## config.mk

```make
export PLATFORM = sky130hd
export DESIGN_NAME = tagged_ring_store_with_expiry_flat
export DESIGN_NICKNAME = d
export VERILOG_FILES = /design/src/sv/trs_pkg.sv /design/src/sv/trs_if.sv /design/src/sv/trs_entry_mem.sv /design/src/sv/trs_match_unit.sv /design/src/sv/tagged_ring_store_with_expiry.sv /design/src/flat_wrapper.sv
export SDC_FILE = /design/constraint.sdc
export NUM_CORES = 2
export LEC_CHECK = 0
export BUFFER_PORTS_ARGS = -buffer_cell sky130_fd_sc_hd__clkbuf_2
export CAP_MARGIN = 10
export CORE_ASPECT_RATIO = 0.6
export CORE_MARGIN = 5
export CORE_UTILIZATION = 62
export DETAILED_ROUTE_END_ITERATION = 16
export PLACE_DENSITY = 0.83
export SLEW_MARGIN = 0
export SYNTH_ARGS = -nofsm -noshare
export SYNTH_HDL_FRONTEND = slang
export SYNTH_SLANG_ARGS = --single-unit
```

## constraint.sdc

```tcl
create_clock -name i_clk -period 20.2 [get_ports i_clk]
set_clock_uncertainty 0.15 [all_clocks]
set_input_delay 3.03 -clock i_clk [delete_from_list [all_inputs] [get_ports i_clk]]
set_output_delay 3.03 -clock i_clk [all_outputs]
set_load 0.02 [all_outputs]
```

## src/sv/trs_pkg.sv

```systemverilog
// Package for the tagged ring store: sizes, command codes, entry and result types.
// No dependencies; every other file of the block uses it by scoped names.
package trs_pkg;

    // Table geometry and stored field widths
    localparam int DEPTH       = 16;
    localparam int TAG_BITS    = 16;
    localparam int HANDLE_BITS = 32;
    localparam int IDX_W       = (DEPTH > 1) ? $clog2(DEPTH) : 1;
    localparam int CNT_W       = $clog2(DEPTH + 1);
    // Scan address, one bit above the index so it can run past the last entry
    localparam int SCAN_W      = IDX_W + 1;

    // Port field widths
    localparam int CMD_W    = 2;
    localparam int TAG_IN_W = 16;
    localparam int HDL_IN_W = 32;
    localparam int TIME_W   = 32;
    localparam int SMALL_W  = 5;

    // Command codes
    typedef enum logic [CMD_W-1:0] {
        CMD_STORE    = 2'd0,
        CMD_RETRIEVE = 2'd1,
        CMD_CLEANUP  = 2'd2,
        CMD_TICK     = 2'd3
    } t_cmd;

    // Sequencer states, one-hot
    typedef enum logic [2:0] {
        ST_IDLE = 3'b001,
        ST_SCAN = 3'b010,
        ST_DONE = 3'b100
    } t_state;

    // One table entry (valid bit lives in flops outside the memory)
    typedef struct packed {
        logic [TAG_BITS-1:0]    tag;
        logic [HANDLE_BITS-1:0] handle_a;
        logic [HANDLE_BITS-1:0] handle_b;
        logic [TIME_W-1:0]      stamp;
    } t_entry;

    // Memory write request
    typedef struct packed {
        logic             en;
        logic [IDX_W-1:0] addr;
        t_entry           data;
    } t_mem_wr;

    // One response
    typedef struct packed {
        logic                status;
        logic [HDL_IN_W-1:0] first_out;
        logic [HDL_IN_W-1:0] second_out;
        logic                overwrote;
        logic [SMALL_W-1:0]  cleaned;
        logic [SMALL_W-1:0]  occupancy;
    } t_result;

endpackage

```

## src/sv/trs_if.sv

```systemverilog
// Request and response channel interfaces of the tagged ring store.
// Depends on trs_pkg for field widths.
interface trs_in_if;
    logic                           valid;
    logic                           ready;
    logic [trs_pkg::CMD_W-1:0]      cmd;
    logic [trs_pkg::TAG_IN_W-1:0]   tag_in;
    logic [trs_pkg::HDL_IN_W-1:0]   first_handle;
    logic [trs_pkg::HDL_IN_W-1:0]   second_handle;

    modport source (output valid, cmd, tag_in, first_handle, second_handle, input ready);
    modport sink   (input valid, cmd, tag_in, first_handle, second_handle, output ready);
endinterface

interface trs_out_if;
    logic                           valid;
    logic                           ready;
    logic                           status;
    logic [trs_pkg::HDL_IN_W-1:0]   first_out;
    logic [trs_pkg::HDL_IN_W-1:0]   second_out;
    logic                           overwrote;
    logic [trs_pkg::SMALL_W-1:0]    cleaned;
    logic [trs_pkg::SMALL_W-1:0]    occupancy;

    modport source (output valid, status, first_out, second_out, overwrote, cleaned,
                    occupancy, input ready);
    modport sink   (input valid, status, first_out, second_out, overwrote, cleaned,
                    occupancy, output ready);
endinterface

```

## src/sv/trs_entry_mem.sv

```systemverilog
// Entry memory of the tagged ring store: one write port, one registered read port.
// Depends on trs_pkg for the entry type and depth.
module trs_entry_mem (
    input  logic                         i_clk,
    input  trs_pkg::t_mem_wr             i_wr,
    input  logic [trs_pkg::IDX_W-1:0]    i_rd_addr,
    output trs_pkg::t_entry              o_rd_data
);

    trs_pkg::t_entry r_mem [trs_pkg::DEPTH];
    trs_pkg::t_entry r_rd_data;

    // Write port
    always_ff @(posedge i_clk) begin
        if (i_wr.en) begin
            r_mem[i_wr.addr] <= i_wr.data;
        end
    end

    // Registered read port
    always_ff @(posedge i_clk) begin
        r_rd_data <= r_mem[i_rd_addr];
    end

    assign o_rd_data = r_rd_data;

endmodule

```

## src/sv/trs_match_unit.sv

```systemverilog
// Shared compare unit: tag equality for retrieve, age-over-limit for cleanup.
// Depends on trs_pkg for command codes and widths.
module trs_match_unit (
    input  trs_pkg::t_cmd                   i_op,
    input  trs_pkg::t_entry                 i_entry,
    input  logic [trs_pkg::TAG_BITS-1:0]    i_key,
    input  logic [trs_pkg::TIME_W-1:0]      i_now,
    input  logic [trs_pkg::TIME_W-1:0]      i_max_age,
    output logic                            o_hit
);

    logic [trs_pkg::TIME_W-1:0] age;

    // Age wraps with the time counter
    assign age = i_now - i_entry.stamp;

    always_comb begin
        case (i_op)
            trs_pkg::CMD_RETRIEVE: o_hit = (i_entry.tag == i_key);
            trs_pkg::CMD_CLEANUP:  o_hit = (age > i_max_age);
            default:               o_hit = 1'b0;
        endcase
    end

endmodule

```

## src/sv/tagged_ring_store_with_expiry.sv

```systemverilog
// Top level of the tagged ring store with expiry: sequencer, valid flags, counters.
// Depends on trs_pkg, trs_if, trs_entry_mem and trs_match_unit.
//
//   channel   dir  handshake     payload
//   i_req     in   valid/ready   cmd, tag_in, first_handle, second_handle
//   o_rsp     out  valid/ready   status, first_out, second_out, overwrote, cleaned, occupancy
//   i_cfg     in   i_cfg_we      i_cfg_data (max_age)
//
// Store and tick pass through the done state, which loads the response register.
// Retrieve and cleanup walk the table one entry a cycle through the single compare
// unit behind the registered memory read; retrieve stops at the first hit. Input ready
// is high only in the idle state. Synchronous active-low reset clears all valid flags,
// the entry count, the time counter and the write pointer, and sets max_age to all ones.
// A full response register holds the sequencer in its done state until it is taken.
module tagged_ring_store_with_expiry (
    input  logic                         i_clk,
    input  logic                         i_rst_n,
    trs_in_if.sink                       i_req,
    trs_out_if.source                    o_rsp,
    input  logic                         i_cfg_we,
    input  logic [trs_pkg::TIME_W-1:0]   i_cfg_data
);

    trs_pkg::t_state                    r_state, n_state;
    logic [trs_pkg::TIME_W-1:0]         r_max_age, n_max_age;
    logic [trs_pkg::TIME_W-1:0]         r_now, n_now;
    logic [trs_pkg::IDX_W-1:0]          r_wp, n_wp;
    logic [trs_pkg::CNT_W-1:0]          r_count, n_count;
    logic [trs_pkg::CNT_W-1:0]          r_cleaned, n_cleaned;
    logic [trs_pkg::DEPTH-1:0]          r_valid, n_valid;
    trs_pkg::t_cmd                      r_op, n_op;
    logic [trs_pkg::TAG_BITS-1:0]       r_key, n_key;
    logic [trs_pkg::SCAN_W-1:0]         r_addr, n_addr;
    logic                               r_eval, n_eval;
    logic [trs_pkg::IDX_W-1:0]          r_eval_idx, n_eval_idx;
    trs_pkg::t_result                   r_res, n_res;
    trs_pkg::t_result                   r_out, n_out;
    logic                               r_out_vld, n_out_vld;

    trs_pkg::t_mem_wr                   mem_wr;
    logic [trs_pkg::IDX_W-1:0]          rd_addr;
    trs_pkg::t_entry                    rd_data;
    logic                               unit_hit;
    logic                               hit;
    logic                               issue;
    logic                               accept;

    trs_entry_mem u_mem (
        .i_clk     (i_clk),
        .i_wr      (mem_wr),
        .i_rd_addr (rd_addr),
        .o_rd_data (rd_data)
    );

    trs_match_unit u_match (
        .i_op      (r_op),
        .i_entry   (rd_data),
        .i_key     (r_key),
        .i_now     (r_now),
        .i_max_age (r_max_age),
        .o_hit     (unit_hit)
    );

    // Handshakes
    assign i_req.ready = (r_state == trs_pkg::ST_IDLE);
    assign accept      = i_req.valid && i_req.ready;

    // Scan address issue
    assign issue   = (r_state == trs_pkg::ST_SCAN)
                     && (r_addr < trs_pkg::SCAN_W'(trs_pkg::DEPTH));
    assign rd_addr = issue ? r_addr[trs_pkg::IDX_W-1:0] : '0;
    assign hit     = r_eval && r_valid[r_eval_idx] && unit_hit;

    // Next-state logic
    always_comb begin
        n_state    = r_state;
        n_max_age  = r_max_age;
        n_now      = r_now;
        n_wp       = r_wp;
        n_count    = r_count;
        n_cleaned  = r_cleaned;
        n_valid    = r_valid;
        n_op       = r_op;
        n_key      = r_key;
        n_addr     = r_addr;
        n_eval     = r_eval;
        n_eval_idx = r_eval_idx;
        n_res      = r_res;
        n_out      = r_out;
        n_out_vld  = r_out_vld;
        mem_wr     = '0;

        // config write
        if (i_cfg_we) begin
            n_max_age = i_cfg_data;
        end

        // response taken
        if (r_out_vld && o_rsp.ready) begin
            n_out_vld = 1'b0;
        end

        case (r_state)
            trs_pkg::ST_IDLE: begin
                if (accept) begin
                    n_op      = trs_pkg::t_cmd'(i_req.cmd);
                    n_key     = trs_pkg::TAG_BITS'(i_req.tag_in);
                    n_res     = '0;
                    n_cleaned = '0;
                    case (trs_pkg::t_cmd'(i_req.cmd))
                        trs_pkg::CMD_STORE: begin
                            mem_wr.en            = 1'b1;
                            mem_wr.addr          = r_wp;
                            mem_wr.data.tag      = trs_pkg::TAG_BITS'(i_req.tag_in);
                            mem_wr.data.handle_a = trs_pkg::HANDLE_BITS'(i_req.first_handle);
                            mem_wr.data.handle_b = trs_pkg::HANDLE_BITS'(i_req.second_handle);
                            mem_wr.data.stamp    = r_now;
                            n_valid[r_wp]        = 1'b1;
                            if (r_valid[r_wp]) begin
                                n_res.overwrote = 1'b1;
                            end else begin
                                n_count = r_count + 1'b1;
                            end
                            if (r_wp == trs_pkg::IDX_W'(trs_pkg::DEPTH - 1)) begin
                                n_wp = '0;
                            end else begin
                                n_wp = r_wp + 1'b1;
                            end
                            n_state = trs_pkg::ST_DONE;
                        end
                        trs_pkg::CMD_RETRIEVE, trs_pkg::CMD_CLEANUP: begin
                            n_addr  = '0;
                            n_eval  = 1'b0;
                            n_state = trs_pkg::ST_SCAN;
                        end
                        default: begin
                            n_now   = r_now + 1'b1;
                            n_state = trs_pkg::ST_DONE;
                        end
                    endcase
                end
            end

            trs_pkg::ST_SCAN: begin
                // issue the next read
                if (issue) begin
                    n_eval     = 1'b1;
                    n_eval_idx = r_addr[trs_pkg::IDX_W-1:0];
                    n_addr     = r_addr + 1'b1;
                end else begin
                    n_eval = 1'b0;
                end
                // evaluate the entry read last cycle
                if (hit) begin
                    n_valid[r_eval_idx] = 1'b0;
                    n_count             = r_count - 1'b1;
                    if (r_op == trs_pkg::CMD_RETRIEVE) begin
                        n_res.first_out  = trs_pkg::HDL_IN_W'(rd_data.handle_a);
                        n_res.second_out = trs_pkg::HDL_IN_W'(rd_data.handle_b);
                        n_state          = trs_pkg::ST_DONE;
                    end else begin
                        n_cleaned = r_cleaned + 1'b1;
                    end
                end
                // last entry checked without a retrieve hit
                if (r_eval && (r_eval_idx == trs_pkg::IDX_W'(trs_pkg::DEPTH - 1))
                        && !(hit && (r_op == trs_pkg::CMD_RETRIEVE))) begin
                    if (r_op == trs_pkg::CMD_RETRIEVE) begin
                        n_res.status = 1'b1;
                    end
                    n_state = trs_pkg::ST_DONE;
                end
            end

            trs_pkg::ST_DONE: begin
                if (!r_out_vld || o_rsp.ready) begin
                    n_out           = r_res;
                    n_out.cleaned   = trs_pkg::SMALL_W'(r_cleaned);
                    n_out.occupancy = trs_pkg::SMALL_W'(r_count);
                    n_out_vld       = 1'b1;
                    n_state         = trs_pkg::ST_IDLE;
                end
            end

            default: begin
                n_state = trs_pkg::ST_IDLE;
            end
        endcase
    end

    // Control registers
    always_ff @(posedge i_clk) begin
        if (!i_rst_n) begin
            r_state   <= trs_pkg::ST_IDLE;
            r_max_age <= '1;
            r_now     <= '0;
            r_wp      <= '0;
            r_count   <= '0;
            r_valid   <= '0;
            r_eval    <= 1'b0;
            r_out_vld <= 1'b0;
        end else begin
            r_state   <= n_state;
            r_max_age <= n_max_age;
            r_now     <= n_now;
            r_wp      <= n_wp;
            r_count   <= n_count;
            r_valid   <= n_valid;
            r_eval    <= n_eval;
            r_out_vld <= n_out_vld;
        end
    end

    // Payload registers
    always_ff @(posedge i_clk) begin
        r_cleaned  <= n_cleaned;
        r_op       <= n_op;
        r_key      <= n_key;
        r_addr     <= n_addr;
        r_eval_idx <= n_eval_idx;
        r_res      <= n_res;
        r_out      <= n_out;
    end

    // Response port
    assign o_rsp.valid      = r_out_vld;
    assign o_rsp.status     = r_out.status;
    assign o_rsp.first_out  = r_out.first_out;
    assign o_rsp.second_out = r_out.second_out;
    assign o_rsp.overwrote  = r_out.overwrote;
    assign o_rsp.cleaned    = r_out.cleaned;
    assign o_rsp.occupancy  = r_out.occupancy;

endmodule
```

## src/flat_wrapper.sv

```systemverilog
// flat-port wrapper written by rule: the top's interface ports become plain ports
module tagged_ring_store_with_expiry_flat 
  (i_clk, i_rst_n, i_cfg_we, i_cfg_data, i_req_valid, i_req_cmd, i_req_tag_in, i_req_first_handle, i_req_second_handle, i_req_ready, o_rsp_valid, o_rsp_status, o_rsp_first_out, o_rsp_second_out, o_rsp_overwrote, o_rsp_cleaned, o_rsp_occupancy, o_rsp_ready);
  trs_in_if i_req_i ();
  trs_out_if o_rsp_i ();
  input  logic i_clk;
  input  logic i_rst_n;
  input  logic i_cfg_we;
  input  logic [trs_pkg::TIME_W-1:0] i_cfg_data;
  input wire logic [$bits(i_req_i.valid)-1:0] i_req_valid;
  input wire logic [$bits(i_req_i.cmd)-1:0] i_req_cmd;
  input wire logic [$bits(i_req_i.tag_in)-1:0] i_req_tag_in;
  input wire logic [$bits(i_req_i.first_handle)-1:0] i_req_first_handle;
  input wire logic [$bits(i_req_i.second_handle)-1:0] i_req_second_handle;
  output wire logic [$bits(i_req_i.ready)-1:0] i_req_ready;
  output wire logic [$bits(o_rsp_i.valid)-1:0] o_rsp_valid;
  output wire logic [$bits(o_rsp_i.status)-1:0] o_rsp_status;
  output wire logic [$bits(o_rsp_i.first_out)-1:0] o_rsp_first_out;
  output wire logic [$bits(o_rsp_i.second_out)-1:0] o_rsp_second_out;
  output wire logic [$bits(o_rsp_i.overwrote)-1:0] o_rsp_overwrote;
  output wire logic [$bits(o_rsp_i.cleaned)-1:0] o_rsp_cleaned;
  output wire logic [$bits(o_rsp_i.occupancy)-1:0] o_rsp_occupancy;
  input wire logic [$bits(o_rsp_i.ready)-1:0] o_rsp_ready;
  assign i_req_i.valid = i_req_valid;
  assign i_req_i.cmd = i_req_cmd;
  assign i_req_i.tag_in = i_req_tag_in;
  assign i_req_i.first_handle = i_req_first_handle;
  assign i_req_i.second_handle = i_req_second_handle;
  assign i_req_ready = i_req_i.ready;
  assign o_rsp_valid = o_rsp_i.valid;
  assign o_rsp_status = o_rsp_i.status;
  assign o_rsp_first_out = o_rsp_i.first_out;
  assign o_rsp_second_out = o_rsp_i.second_out;
  assign o_rsp_overwrote = o_rsp_i.overwrote;
  assign o_rsp_cleaned = o_rsp_i.cleaned;
  assign o_rsp_occupancy = o_rsp_i.occupancy;
  assign o_rsp_i.ready = o_rsp_ready;
  tagged_ring_store_with_expiry u_core (.i_clk(i_clk), .i_rst_n(i_rst_n), .i_req(i_req_i), .o_rsp(o_rsp_i), .i_cfg_we(i_cfg_we), .i_cfg_data(i_cfg_data));
endmodule
```

Word-level counts from Yosys, hierarchy flattened
Memories as Yosys holds them, arrays and structs flattened. A register that Yosys moved wholly into a read port is not among the register bits.
Cells that the tools add are included.
{"block": "word_totals", "n_memories": 1, "regBits": 268, "ramBits": 1792, "in_bits": 119, "elab_cells": 148, "out_inout_bits": 78}
{"memory": "u_core.u_mem.r_mem", "words": 16, "word_bits": 112, "rd": 1, "rd_clocked_by_memory_dff": 1, "wr": 1, "line_no": "trs_entry_mem.sv:10", "text": "trs_pkg::t_entry r_mem [trs_pkg::DEPTH];"}
{"block": "classes", "muxes": 55, "n_lt_le_gt_ge": 6, "n_reduce_logical": 30, "bitwise_logic": 4, "n_addsub": 7, "eq_ne": 22}
{"operator": "2-to-1 mux 117 bit", "n": 3}
{"operator": "one-hot mux 65 bit (2 select lines)", "n": 1}
{"operator": "2-to-1 mux 64 bit", "n": 2}
{"operator": "2-to-1 mux 76 bit", "n": 1}
{"operator": "2-to-1 mux 5 bit", "n": 10}
{"operator": "2-to-1 mux 16 bit", "n": 3}
{"operator": "adder 32 x 1 -> 32 bit (second input constant)", "n": 1}
{"operator": "> comparator 32 bit", "n": 1}
{"operator": "one-hot mux 16 bit (2 select lines)", "n": 1}
{"operator": "subtractor 32 bit", "n": 1}
{"operator": "one-hot mux 5 bit (2 select lines)", "n": 3}
{"operator": "AND reduction 4 bit", "n": 6}
{"operator": "2-to-1 mux 3 bit", "n": 6}
{"operator": "bitwise AND 16 bit", "n": 1}
{"operator": "== test 16 bit", "n": 1}
{"operator": "2-to-1 mux 1 bit", "n": 16}
{"operator": "inverter 16 bit", "n": 1}
{"operator": "bitwise OR 16 bit", "n": 1}
{"operator": "adder 5 x 1 -> 5 bit (second input constant)", "n": 3}
{"operator": "!= test 2 bit (second input constant)", "n": 7}
{"operator": "logical AND 1 bit", "n": 10}
{"operator": "< comparator 4 x 5 -> 1 bit (second input constant)", "n": 2}
{"operator": "one-hot mux 3 bit (3 select lines)", "n": 1}
{"operator": "AND reduction 3 bit", "n": 3}
{"operator": "26 further kinds", "n": 39}

Longest topological paths before layout
{"block": "logic_depth", "ltp_word": 9, "mapped_depth": 23}

By module
A second synthesis with hierarchy kept.
{"block": "hier_totals", "cells_unflattened": 4152, "hier_area_um2": 83068.4}
{"module": "trs_entry_mem", "instances": 1, "seq_area_each_um2": 56053.8, "cells_each": 2864, "area_each_um2": 69170.1}
{"module": "tagged_ring_store_with_expiry", "instances": 1, "seq_area_each_um2": 7106.8, "cells_each": 886, "area_each_um2": 11060.6}
{"module": "trs_match_unit", "instances": 1, "seq_area_each_um2": 0.0, "cells_each": 402, "area_each_um2": 2837.7}

Worst setup path after synthesis
OpenSTA, ideal clock, no wires.
{"block": "synth_timing", "kind": "in2reg", "startpoint": "input port i_req_cmd[0]", "endpoint": "memory u_core.u_mem.r_mem[4][0] (netlist bit), enable pin", "setup_ns": 0.858, "path_stages": 6, "setup_slack_ns": 4.917, "arrival_ns": 14.275, "n_path_buf": 1, "path_cell_list": "inv_1 -> ha_1 -> and3_1 -> clkbuf_1 -> nand2_1 -> nor4_1"}
{"block": "synth_between", "elab_chain_cells": 6}
{"element": "from (decl)", "line_no": "flat_wrapper.sv:11", "text": "input wire logic [$bits(i_req_i.cmd)-1:0] i_req_cmd;"}
{"element": "logical NOT 2 bit *", "line_no": "tagged_ring_store_with_expiry.sv:110", "text": "case (trs_pkg::t_cmd'(i_req.cmd))"}
{"element": "2-to-1 mux 117 bit *", "line_no": "tagged_ring_store_with_expiry.sv:110"}
{"element": "2-to-1 mux 117 bit *", "line_no": "tagged_ring_store_with_expiry.sv:105", "text": "if (accept) begin"}
{"element": "2-to-1 mux 117 bit *", "line_no": "tagged_ring_store_with_expiry.sv:103", "text": "case (r_state)"}
{"element": "2-to-1 mux 1 bit", "line_no": "trs_entry_mem.sv:15", "text": "if (i_wr.en) begin"}
{"element": "2-to-1 mux 1 bit (not written as such)", "line_no": "trs_entry_mem.sv:16", "text": "r_mem[i_wr.addr] <= i_wr.data;"}
{"element": "to (decl)", "line_no": "trs_entry_mem.sv:10"}
Every way passes the cells marked *; elsewhere a longest branch is shown, timed or not.

Worst setup path after layout
{"block": "layout_timing", "startpoint": "register u_core.r_now[0] (netlist bit)", "endpoint": "register u_core.r_res[47] (netlist bit), enable pin"}
{"block": "layout_between", "elab_chain_cells": 6}
{"element": "from (decl)", "line_no": "tagged_ring_store_with_expiry.sv:26", "text": "logic [trs_pkg::TIME_W-1:0] r_now, n_now;"}
{"element": "from (signal assigned)", "line_no": "tagged_ring_store_with_expiry.sv:205", "text": "r_now <= n_now;"}
{"element": "subtractor 32 bit", "line_no": "trs_match_unit.sv:15", "text": "assign age = i_now - i_entry.stamp;"}
{"element": "> comparator 32 bit", "line_no": "trs_match_unit.sv:20", "text": "trs_pkg::CMD_CLEANUP: o_hit = (age > i_max_age);"}
{"element": "one-hot mux 1 bit (2 select lines)", "line_no": "trs_match_unit.sv:18", "text": "case (i_op)"}
{"element": "logical AND 1 bit", "line_no": "tagged_ring_store_with_expiry.sv:72", "text": "assign hit = r_eval && r_valid[r_eval_idx] && unit_hit;"}
{"element": "!= test 2 x 1 -> 1 bit (no source line)"}
{"element": "AND reduction 4 bit (no source line)"}
{"element": "to (signal assigned)", "line_no": "tagged_ring_store_with_expiry.sv:221", "text": "r_res <= n_res;"}
{"element": "to (decl)", "line_no": "tagged_ring_store_with_expiry.sv:36", "text": "trs_pkg::t_result r_res, n_res;"}
No other way between the ends.
A chain may end at the register's enable or synchronous reset.

==> flow_results.xml <==
<?xml version="1.0" encoding="UTF-8"?>
<metrics>
  <group name="run_status">
    <metric name="run_status" unit="">finished clean</metric>
  </group>
  <group name="cells_and_area">
    <metric name="finish.net_count" unit="">6359</metric>
    <metric name="layout-drive-gt1-share" unit="%">9.15</metric>
    <metric name="postLayoutCellArea" unit="um^2">94300</metric>
    <metric name="syn_to_final_growth" unit="%">9.52</metric>
  </group>
  <group name="sta">
    <metric name="timing_max_transition_violations_final" unit="">0</metric>
    <metric name="worst-slew-pin-transition" unit="ns">1.18</metric>
    <metric name="finalSetupTns" unit="ns">0</metric>
    <metric name="finalCritPeriodShare" unit="%">37.9</metric>
    <metric name="maxSlewHeadroom" unit="%">21.2</metric>
    <metric name="rsz0062_at_grt" unit="">no</metric>
    <metric name="finalCriticalPeriod" unit="ns">7.65</metric>
    <metric name="hold_violations" unit="">0</metric>
    <metric name="timing.fmax" unit="GHz">0.131</metric>
    <metric name="final_number_of_setup_violating_endpoints" unit="">0</metric>
  </group>
  <group name="power_and_ir_drop">
    <metric name="vdd.ir_drop.worst" unit="uV">99.4</metric>
    <metric name="pwr_cell_area" unit="nW/um^2">92.8</metric>
    <metric name="total_leakage_power" unit="uW">0.0339</metric>
  </group>
  <group name="synthesis">
    <metric name="ys_types" unit="">72</metric>
    <metric name="synth.net_count" unit="">6311</metric>
    <metric name="synth_async_sr_flop_share" unit="%">0</metric>
    <metric name="synth_seq_area_share" unit="%">73.3</metric>
    <metric name="synth.area.top_cells" unit="">edfxtp_1 69%, dfxtp_1 4.8%, nand2_1 4.3%, a211oi_1 3.8%, nand3_1 2.8%</metric>
    <metric name="ys_warn_count" unit="">0</metric>
    <metric name="post_synthesis_register_bit_count" unit="">2172</metric>
    <metric name="share_of_the_synthesized_area_in_the_top_cell_type" unit="%">68.6</metric>
    <metric name="postSynth.topFlopCell" unit="">edfxtp_1</metric>
    <metric name="post-synth-top-area-cell" unit="">edfxtp_1</metric>
    <metric name="netlist_instances" unit="">6113</metric>
    <metric name="synth.cell_area" unit="um^2">86100</metric>
    <metric name="synthesized_area_per_cell" unit="um^2">14.1</metric>
    <metric name="synth-edff-count" unit="">1966</metric>
  </group>
  <group name="floorplan">
    <metric name="core_area" unit="um^2">137000</metric>
    <metric name="floorplan.io_pins" unit="">197</metric>
    <metric name="die_height" unit="um">299</metric>
    <metric name="die_area" unit="um^2">147000</metric>
    <metric name="chipWidth" unit="um">491</metric>
    <metric name="floorplan.initialDensity" unit="%">62.7</metric>
    <metric name="fp-row-count" unit="">105</metric>
  </group>
  <group name="placed_design">
    <metric name="port_buffers" unit="">196</metric>
    <metric name="finalWeightedCongestion" unit="">0.822</metric>
    <metric name="post_dp_cell_area" unit="um^2">88700</metric>
    <metric name="dp_hpwl" unit="um">113000</metric>
  </group>
  <group name="clocking">
    <metric name="hold_buffers" unit="">0</metric>
    <metric name="cts.clk_slew.worst_paths" unit="ns">0.07</metric>
    <metric name="clkSinkCount" unit="">2172</metric>
    <metric name="clock-root-buffer" unit="">clkbuf_16</metric>
    <metric name="post_cts_resized" unit="">0</metric>
    <metric name="cts_buffers" unit="">180</metric>
    <metric name="clock_latency" unit="ns">0.81</metric>
    <metric name="post-cts-setup-buffer-count" unit="">0</metric>
    <metric name="tritoncts" unit="">done</metric>
    <metric name="clock_path_buffers" unit="">3</metric>
    <metric name="cts.htree.levels" unit="">4</metric>
  </group>
  <group name="route">
    <metric name="antenna_violating_nets_post_route" unit="">0</metric>
    <metric name="drt_wl_total" unit="um">211000</metric>
    <metric name="drc" unit="">0</metric>
    <metric name="route.vias.total" unit="">53346</metric>
    <metric name="drt_iter0_drc" unit="">7487</metric>
    <metric name="drt_first_pass_iters" unit="">9</metric>
    <metric name="wl_per_instance" unit="um">25.9</metric>
    <metric name="route.detailed.vias_per_inst" unit="">6.56</metric>
  </group>
  <group name="critical_path">
    <metric name="crit_family" unit="">compound AO/OA/AOI/OAI gates</metric>
    <metric name="start_kind" unit="">flip-flop</metric>
    <metric name="timing.critical_path.arrival" unit="ns">7.93</metric>
    <metric name="critical_path_max_stage_delay" unit="ns">0.66</metric>
    <metric name="critical_path_endpoint_category" unit="">flip-flop</metric>
    <metric name="critical_path.slowest_cell" unit="">buf_4</metric>
    <metric name="path_class" unit="">reg -&gt; reg</metric>
    <metric name="critical_path_buf_inv_count" unit="">4</metric>
    <metric name="timing.critical_path.fanout_max" unit="">52</metric>
    <metric name="worstPathRequired" unit="ns">20.48</metric>
  </group>
  <group name="global_routing">
    <metric name="grt_max_degree" unit="">147</metric>
    <metric name="gr-total-overflow" unit="">0</metric>
    <metric name="first_pass_grt_wire_length" unit="um">317000</metric>
    <metric name="groute.usage.overall" unit="%">28.1</metric>
    <metric name="grt_pass1_vias" unit="">51404</metric>
    <metric name="antenna_violations_before_repair" unit="">7</metric>
  </group>
  <group name="worst_hold_path">
    <metric name="timing.hold.worst.class" unit="">reg -&gt; reg</metric>
  </group>
  <group name="job">
    <metric name="maxCapViolations" unit="">0</metric>
  </group>
</metrics>
[cell usage after synthesis (all sizes together) (18+ instances only)]
| library cell | instances |
|---|---|
| a211oi | 441 |
| a21o | 30 |
| a21oi | 151 |
| a311oi | 110 |
| a31oi | 120 |
| and2 | 362 |
| and3 | 82 |
| buf | 103 |
| clkbuf | 309 |
| dfxtp | 206 |
| edfxtp | 1966 |
| ha | 77 |
| inv | 82 |
| mux2i | 227 |
| nand2 | 989 |
| nand3 | 481 |
| nand4 | 20 |
| nor2 | 47 |
| nor3 | 18 |
| o211ai | 33 |
| o21ai | 36 |
| xnor2 | 53 |
| xor2 | 23 |
[final timing paths]
path | to | slack, ns | cells past startpoint | from
max | u_core.r_res[47] | 12.55 | 25 | u_core.r_now[0]
min | u_core.o_rsp.first_out[22] | 0.27 | 0 | u_core.r_res[65]
max reg2reg | u_core.r_res[47] | 12.55 | 25 | u_core.r_now[0]
min reg2reg | u_core.o_rsp.first_out[22] | 0.27 | 0 | u_core.r_res[65]
[where the power goes]
part           switching (uW)  internal (uW)  leakage [uW]
sequential               29.0           4920        0.0209
combinational             281            135        0.0102
clock                    1550           1830       0.00274
total                    1860           6890        0.0339
[placed cells by master (no fill, tap or decap), drive strengths merged, types with 36 or more instances in the layout]
cell type	instances
mux2i	227
nand2	989
clkbuf	476
inv	89
and2	362
a31oi	120
a211oi	441
nor2	47
nand3	481
buf	83
o21ai	36
dfxtp	206
and3	82
clkinv	36
a311oi	110
ha	77
a21oi	151
xnor2	53
edfxtp	1966
[worst register-to-register path, stage by stage (launching register included)]
cell and delay (ns):
dfxtp_1 0.33, inv_1 0.12, ha_1 0.19, inv_1 0.06
fa_1 0.40, a21o_1 0.20, a221oi_2 0.30, a21oi_1 0.12
buf_4 0.18, a31o_1 0.24, o21ai_1 0.25, a31oi_1 0.23
a311o_1 0.40, a21oi_1 0.19, xnor2_1 0.11, ha_1 0.31
nand4_1 0.12, or2_1 0.29, nor3_1 0.51, o21ai_1 0.14
o2111ai_1 0.22, a31oi_1 0.27, nor3_1 0.44, nor2_1 0.12
a21oi_4 0.55, buf_4 0.66
[registers in the layout, indices dropped and copies added, names as in the netlist, 16 cells and up]
register                 flops
u_core.o_rsp.first_out      32
u_core.u_mem.o_rd_data     112
u_core.r_valid              16
u_core.r_now                32
u_core.r_key                16
u_core.r_res                66
u_core.r_max_age            32
u_core.u_mem.r_mem        1792
u_core.o_rsp.second_out     32
[cell type report]
type	count	area [um^2]
clock buffer	281	5210
timing repair buffer	278	1750
tap	1819	2280
antenna	3	7.51
inverter	82	308
multi-input combinational	3447	21200
fill	8587	43000
sequential	2172	63200
clock inverter	49	418
[kinds of logic after synthesis]
group           share of synthesized area, %
xor+xnor                               0.773
buf+inv                                 2.25
flops                                   73.3
compound gates                          8.16
fa+ha+maj                               1.17
simple gates                            11.4
mux                                     2.95
[layer usage]
metal	wire length, um	part of all wire (%)	vias up	track usage (%)
met1	83500	40	26185	41.9
met3	25000	12	419	5.09
li1	-	-	23085	-
met4	6070	2.9	4	9.01
met5	27	0.013	-	0
met2	96100	46	3653	42.9
[per-stage QoR]
| step | utilization (%) | std cells | hold WS (ns) | power (uW) | setup slack [ns] |
|---|---|---|---|---|---|
| after global placement | 64.6 | 7797 | 0.253 | 5440 | 12.32 |
| final | 68.7 | 8131 | 0.267 | 8750 | 12.55 |
| after floorplan | - | 6113 | 0.250 | 5310 | 4.92 |
| after detailed placement | 64.6 | 7797 | 0.255 | 5460 | 12.05 |
| after global routing | 68.7 | 8128 | 0.275 | 9000 | 12.03 |
| after CTS | 68.7 | 8127 | 0.269 | 8780 | 12.60 |
(Power assumes the default switching activity.)
